**src/design/bilinear_stream_scaler_unit_defines.svh**
```systemverilog
// Assertion macros shared by the scaler RTL.
// Included by the top level; depends on nothing else.
`ifndef BILINEAR_STREAM_SCALER_UNIT_DEFINES_SVH
`define BILINEAR_STREAM_SCALER_UNIT_DEFINES_SVH

// Same-cycle implication, disabled while reset is high.
`define BSS_ASSERT_IMP(label, clk, rst, ante, cons, msg) \
   label: assert property (@(posedge clk) disable iff (rst) (ante) |-> (cons)) \
      else $error(msg);

// Next-cycle implication, disabled while reset is high.
`define BSS_ASSERT_NXT(label, clk, rst, ante, cons, msg) \
   label: assert property (@(posedge clk) disable iff (rst) (ante) |=> (cons)) \
      else $error(msg);

`endif

```
**src/design/bss_pkg.sv**
```systemverilog
// Types, constants and arithmetic helpers of the bilinear stream scaler.
// Used by bss_csr and the top level of the block; depends on nothing.
`default_nettype none

package bss_pkg;

   localparam int AccW      = 28;
   localparam int SizeW     = 13;
   localparam int PosW      = 12;
   localparam int ChanW     = 8;
   localparam int PixW      = 3 * ChanW;
   localparam int EntryW    = 2 * PixW;
   localparam int CsrAddrW  = 5;
   localparam int CsrDataW  = 32;

   localparam logic [AccW-1:0]  AccMax      = 28'hFFF_FFFF;
   localparam logic [PosW-1:0]  RowCountMax = 12'hFFF;
   localparam logic [SizeW-1:0] SizeMaxAll  = 13'd4096;
   localparam logic [8:0]       WeightOne   = 9'd256;

   typedef enum logic [2:0] {
      REG_SOURCE_WIDTH  = 3'd0,
      REG_SOURCE_HEIGHT = 3'd1,
      REG_TARGET_WIDTH  = 3'd2,
      REG_TARGET_HEIGHT = 3'd3,
      REG_COLUMN_STEP   = 3'd4,
      REG_ROW_STEP      = 3'd5,
      REG_SWAP_ORDER    = 3'd6,
      REG_UNUSED        = 3'd7
   } reg_index_type;

   typedef struct packed {
      logic             frame_start;
      logic [ChanW-1:0] in_chan0;
      logic [ChanW-1:0] in_chan1;
      logic [ChanW-1:0] in_chan2;
   } req_item_type;

   typedef struct packed {
      logic [PosW-1:0]  dest_col;
      logic [PosW-1:0]  dest_row;
      logic [ChanW-1:0] out_chan0;
      logic [ChanW-1:0] out_chan1;
      logic [ChanW-1:0] out_chan2;
      logic             last_of_run;
   } rsp_item_type;

   // Clamped sizes and raw steps as the datapath sees them.
   typedef struct packed {
      logic [SizeW-1:0] src_w;
      logic [SizeW-1:0] src_h;
      logic [SizeW-1:0] dst_w;
      logic [SizeW-1:0] dst_h;
      logic [AccW-1:0]  col_step;
      logic [AccW-1:0]  row_step;
      logic             swap;
   } cfg_type;

   function automatic logic [AccW-1:0] acc_add(logic [AccW-1:0] a, logic [AccW-1:0] s);
      logic [AccW:0] t;
      t = {1'b0, a} + {1'b0, s};
      return t[AccW] ? AccMax : t[AccW-1:0];
   endfunction

   // Lower source row of a vertical position, clamped to the last row.
   function automatic logic [SizeW-1:0] lower_row(logic [AccW-1:0] acc,
                                                  logic [SizeW-1:0] sh);
      logic [SizeW-1:0] s;
      logic [SizeW-1:0] lim;
      s   = {1'b0, acc[AccW-1:16]} + 13'd1;
      lim = sh - 13'd1;
      return (s > lim) ? lim : s;
   endfunction

   // (a*(256-w) + b*w) >> 8; the sum never reaches 2^16.
   function automatic logic [ChanW-1:0] blend(logic [ChanW-1:0] a, logic [ChanW-1:0] b,
                                              logic [ChanW-1:0] w);
      logic [8:0]  inv;
      logic [16:0] sum;
      inv = WeightOne - {1'b0, w};
      sum = ({9'd0, a} * {8'd0, inv}) + ({9'd0, b} * {9'd0, w});
      return sum[15:8];
   endfunction

   function automatic logic [ChanW-1:0] pick_chan(logic [PixW-1:0] px, logic [1:0] sel);
      logic [ChanW-1:0] v;
      unique case (sel)
         2'd0:    v = px[7:0];
         2'd1:    v = px[15:8];
         default: v = px[23:16];
      endcase
      return v;
   endfunction

endpackage

`default_nettype wire

```
**src/design/bss_csr.sv**
```systemverilog
// APB-style register file of the scaler, with size clamping.
// Depends on bss_pkg for register indexes and the cfg_type bundle.
`default_nettype none

module bss_csr #(
   parameter int MAX_LINE = 4096
) (
   input  wire logic                          clock,
   input  wire logic                          reset,
   input  wire logic                          psel,
   input  wire logic                          penable,
   input  wire logic                          pwrite,
   input  wire logic [bss_pkg::CsrAddrW-1:0]  paddr,
   input  wire logic [bss_pkg::CsrDataW-1:0]  pwdata,
   output logic      [bss_pkg::CsrDataW-1:0]  prdata,
   output bss_pkg::cfg_type                   cfg
);
   import bss_pkg::*;

   localparam logic [SizeW:0] MaxLineW = (SizeW + 1)'(MAX_LINE);

   logic [SizeW-1:0] src_w_ff, src_w_in;
   logic [SizeW-1:0] src_h_ff, src_h_in;
   logic [SizeW-1:0] dst_w_ff, dst_w_in;
   logic [SizeW-1:0] dst_h_ff, dst_h_in;
   logic [AccW-1:0]  col_step_ff, col_step_in;
   logic [AccW-1:0]  row_step_ff, row_step_in;
   logic             swap_ff, swap_in;
   reg_index_type    index;
   logic             wr_fire;

   function automatic logic [SizeW-1:0] clamp_size(logic [SizeW-1:0] v, logic [SizeW:0] hi);
      logic [SizeW:0] r;
      if (v < 13'd2) begin
         r = 14'd2;
      end else if ({1'b0, v} > hi) begin
         r = hi;
      end else begin
         r = {1'b0, v};
      end
      return r[SizeW-1:0];
   endfunction

   assign index   = reg_index_type'(paddr[4:2]);
   assign wr_fire = psel && penable && pwrite;

   always_comb begin
      src_w_in    = src_w_ff;
      src_h_in    = src_h_ff;
      dst_w_in    = dst_w_ff;
      dst_h_in    = dst_h_ff;
      col_step_in = col_step_ff;
      row_step_in = row_step_ff;
      swap_in     = swap_ff;
      if (wr_fire) begin
         unique case (index)
            REG_SOURCE_WIDTH:  src_w_in    = pwdata[SizeW-1:0];
            REG_SOURCE_HEIGHT: src_h_in    = pwdata[SizeW-1:0];
            REG_TARGET_WIDTH:  dst_w_in    = pwdata[SizeW-1:0];
            REG_TARGET_HEIGHT: dst_h_in    = pwdata[SizeW-1:0];
            REG_COLUMN_STEP:   col_step_in = pwdata[AccW-1:0];
            REG_ROW_STEP:      row_step_in = pwdata[AccW-1:0];
            REG_SWAP_ORDER:    swap_in     = pwdata[0];
            default: ;
         endcase
      end
   end

   always_ff @(posedge clock) begin
      if (reset) begin
         src_w_ff    <= 13'd640;
         src_h_ff    <= 13'd480;
         dst_w_ff    <= 13'd640;
         dst_h_ff    <= 13'd480;
         col_step_ff <= 28'd65536;
         row_step_ff <= 28'd65536;
         swap_ff     <= 1'b0;
      end else begin
         src_w_ff    <= src_w_in;
         src_h_ff    <= src_h_in;
         dst_w_ff    <= dst_w_in;
         dst_h_ff    <= dst_h_in;
         col_step_ff <= col_step_in;
         row_step_ff <= row_step_in;
         swap_ff     <= swap_in;
      end
   end

   always_comb begin
      unique case (index)
         REG_SOURCE_WIDTH:  prdata = 32'(src_w_ff);
         REG_SOURCE_HEIGHT: prdata = 32'(src_h_ff);
         REG_TARGET_WIDTH:  prdata = 32'(dst_w_ff);
         REG_TARGET_HEIGHT: prdata = 32'(dst_h_ff);
         REG_COLUMN_STEP:   prdata = 32'(col_step_ff);
         REG_ROW_STEP:      prdata = 32'(row_step_ff);
         REG_SWAP_ORDER:    prdata = 32'(swap_ff);
         default:           prdata = '0;
      endcase
   end

   assign cfg.src_w    = clamp_size(src_w_ff, MaxLineW);
   assign cfg.src_h    = clamp_size(src_h_ff, {1'b0, SizeMaxAll});
   assign cfg.dst_w    = clamp_size(dst_w_ff, {1'b0, SizeMaxAll});
   assign cfg.dst_h    = clamp_size(dst_h_ff, {1'b0, SizeMaxAll});
   assign cfg.col_step = col_step_ff;
   assign cfg.row_step = row_step_ff;
   assign cfg.swap     = swap_ff;

endmodule

`default_nettype wire

```
**config.mk**
```make
export PLATFORM = sky130hd
export DESIGN_NAME = bss_csr
export DESIGN_NICKNAME = d
export VERILOG_FILES = /design/src/design/bilinear_stream_scaler_unit_defines.svh /design/src/design/bss_pkg.sv /design/src/design/bss_csr.sv
export SDC_FILE = /design/constraint.sdc
export NUM_CORES = 1
export LEC_CHECK = 0
export BUFFER_PORTS_ARGS = -buffer_cell sky130_fd_sc_hd__clkbuf_2
export CORE_MARGIN = 5
export CORE_UTILIZATION = 44
export CTS_BUF_LIST = sky130_fd_sc_hd__clkbuf_4
export DETAILED_ROUTE_END_ITERATION = 16
export PLACE_DENSITY = 0.71
export RECOVER_POWER = 100
export SYNTH_ARGS = -nofsm -noshare
export SYNTH_HDL_FRONTEND = slang
export SYNTH_SLANG_ARGS = --single-unit
```
**constraint.sdc**
```tcl
create_clock -name clock -period 2.06 [get_ports clock]
set_input_delay 0.206 -clock clock [delete_from_list [all_inputs] [get_ports clock]]
set_output_delay 0.206 -clock clock [all_outputs]
set_load 0.01 [all_outputs]
```
==> flow_summary.yaml <==
job:
  drv_cap: 0
timing:
  setup_viol: 0
  maxSlewHeadroom_pct: 19.5
  fmax_mhz: 506
  final.setup.tns_ns: 0
  min_period_ns: 1.98
  worstMarginPinSlew_ns: 1.21
  clock_skew_ns: 0
  hold_violations: 0
  rsz0062_at_grt: "no"
  final_max_slew_viol_count: 0
  finalCritPeriodShare_pct: 95.9
worst_setup_path:
  crit_path_end_kind: "output pin"
  critical_path_arrival_ns: 1.77
  crit_path_max_incr_delay_ns: 0.38
  startpoint_type: "flop"
  crit_chain: "nor4_2 -> nand4_1 -> a21oi_1 -> clkbuf_1"
  reg2reg_from: "src_h_ff[12]"
  reg2reg_slack_ns: 0.96
  r2r_end: "src_h_ff[12]"
  cp.required_ns: 1.85
  worstSetupPathType: "flop to output pin"
  cp_max_fo: 4
  rr_worst_depth: 3
  cp_slowest_cell: "dfxtp_1"
global_route:
  antenna_found_initial: 0
  grt_pass1_wl_um: 25600
  grt_usage_pct: 21.5
  grt_start_max_net_pins: 81
  grt_overflow: 0
  grt_pass1_vias: 4848
clock_tree:
  clockBufferDepth: 2
  cts_setup_buffers: 0
  cts_buffers: 9
  clk_pin_slew_worst_paths_ns: 0.16
  cts-root-buf: "clkbuf_4"
  cts_tree: "done"
  cts_sinks: 109
  clock_latency_ns: 0.45
  htreeDepth: 3
floorplanning:
  io_pins: 183
  num_rows: 41
  die_area_sq_mm: 0.0153
  die_h_um: 124
  initial_core_util_pct: 45.0
  die_w_um: 124
  core_sq_mm: 0.0127
worst_hold_path:
  hold_path_depth: 3
  hold_end: "src_h_ff[8]"
  worstHoldStart: "pwdata[8]"
  hp-class: "input port to flop"
layout:
  nets: 807
  fillers: 1267
  syn_to_final_growth_pct: 18.9
  seqCellArea_sq_mm: 0.00218
  num_antenna_cells: 0
  multi_input_comb_area_sq_mm: 0.00324
  drive_gt1_share_pct: 11.8
yosys:
  synth-seq-cells: 109
  syn_area_sq_mm: 0.00570
  syn_inst: 593
  synth_warnings: 0
  syn_area_per_cell_sq_um: 9.61
  seq_area_frac_synth_pct: 38.3
  synth_cell_types: 34
pwr:
  leakagePower_nw: 3.04
  power_density_mw_per_mm2: 529
  power.total_w: 0.00359
  vdd_drop_max_v: 0.000239
route:
  wl_per_cell_um: 17.6
  firstDrtPassIters: 4
  initialDrtViolationCount: 251
  vias: 4789
  vias_per_cell: 5.08
  drc: 0
  ant_nets: 0
  wl_um: 16600
placed_design:
  place_hpwl_um: 12700
  place_congestion: 0.851
  io_buffers: 172
status:
  outcome: "finished clean"
layout make-up:
cell class / instances / share of cell area (%)
clock buffer: 9 / 0.997
timing repair buffer: 207 / 14.5
multi-input combinational: 433 / 47.8
inverter: 5 / 0.277
clock inverter: 7 / 0.960
sequential: 109 / 32.2
tap: 172 / 3.18
power breakdown:
part / switching [W] / internal [W]
registers: 0.0000149 / 0.00213
clock network: 0.000705 / 0.000365
logic: 0.000209 / 0.000167
placed cells by master (no fill, tap or decap), types with 6 or more instances in the layout:
master / count
clkbuf_4: 9
dlygate4sd3_1: 16
a21oi_1: 6
a22oi_1: 12
mux2_2: 18
mux2i_1: 137
clkbuf_1: 137
buf_4: 10
clkbuf_2: 42
nor2b_1: 41
nand2b_1: 123
o21ai_0: 6
nor2_1: 38
nand2_1: 10
nor4_1: 6
dfxtp_1: 109
flip-flops by register name, indices dropped and copies added, names as in the netlist:
signal,count
col_step_ff,28
dst_h_ff,13
dst_w_ff,13
row_step_ff,28
src_h_ff,13
src_w_ff,13
swap_ff,1
worst max-delay path, delay by kind of cell (launching register included):
kind | cells | cell delay, ns
AOI/OAI and AO/OA | 1 | 0.23
and+or+nand+nor | 2 | 0.52
buffers and inverters | 1 | 0.18
DFF | 1 | 0.38
synthesized netlist by cell type:
master	count	share of area, %
a21oi_1	6	0.53
a221oi_1	2	0.31
o21ai_0	6	0.53
mux2i_1	137	24
and3b_1	4	0.61
nand3_1	4	0.35
conb_1	1	0.066
clkbuf_1	25	1.6
mux2_2	18	3.6
nor2_1	38	2.5
inv_1	5	0.33
dfxtp_1	109	38
buf_6	2	0.40
nand4_1	1	0.11
and4_1	1	0.15
nor3b_1	1	0.13
nand2_4	1	0.20
nand2_2	4	0.44
nand2b_1	123	14
and4b_1	1	0.18
buf_4	12	1.6
nor2b_1	41	4.5
or3_1	2	0.22
o221ai_1	5	0.77
nand2_1	6	0.40
buf_2	9	0.79
nand3b_1	1	0.13
a22oi_1	12	1.6
and2_1	2	0.22
nor4_1	8	0.88
nor3_1	3	0.26
and2b_1	1	0.13
buf_8	1	0.26
mux4_2	1	0.40
through the flow:
stage | util [%] | hold WS, ns | cell area (sq um) | instances | worst slack (ns)
after floorplan | - | 0.377 | 5710 | 596 | 0.801
after global placement | 52.9 | 0.471 | 6700 | 910 | 0.256
after detailed placement | 52.9 | 0.486 | 6700 | 910 | 0.201
after CTS | 55.2 | 0.0106 | 6990 | 942 | 0.00560
after global routing | 53.5 | 0.0142 | 6770 | 942 | 0.0259
final | 53.5 | 0.0340 | 6770 | 942 | 0.0847
layer usage:
layer  global-route usage [%]  part of all wire [%]  routed length, um
met1                     27.5                    44               7380
met2                     35.5                    47               7740
met5                        0                     0                  0
met3                     5.95                   7.6               1270
met4                     6.51                   1.3                222
logic make-up after synthesis:
group	synth area share (%)
AO/OA/AOI/OAI	3.71
buffers and inverters	5.01
flip-flops	38.3
multiplexers	28.0
other	0.0658
AND/OR/NAND/NOR	24.9
how the worst max path moves through the flow:
stage	start	to	slack [ns]	cells after the start
6_report	dst_w_ff[5]	cfg[71]	0.08	4
5_1_grt	src_w_ff[1]	cfg[97]	0.03	4
4_1_cts	dst_w_ff[5]	cfg[71]	0.006	4
3_5_place_dp	paddr[3]	src_h_ff[5]	0.20	5
3_3_place_gp	paddr[3]	prdata[3]	0.26	6
2_1_floorplan	paddr[2]	prdata[10]	0.80	4
repair_timing:
action	in CTS	in global routing
endpoints found under the setup margin	0	3
resized for setup	0	2
endpoints found under the hold margin	31	0
hold buffers	16	0
No activity file was read; power rests on OpenSTA's default activity.
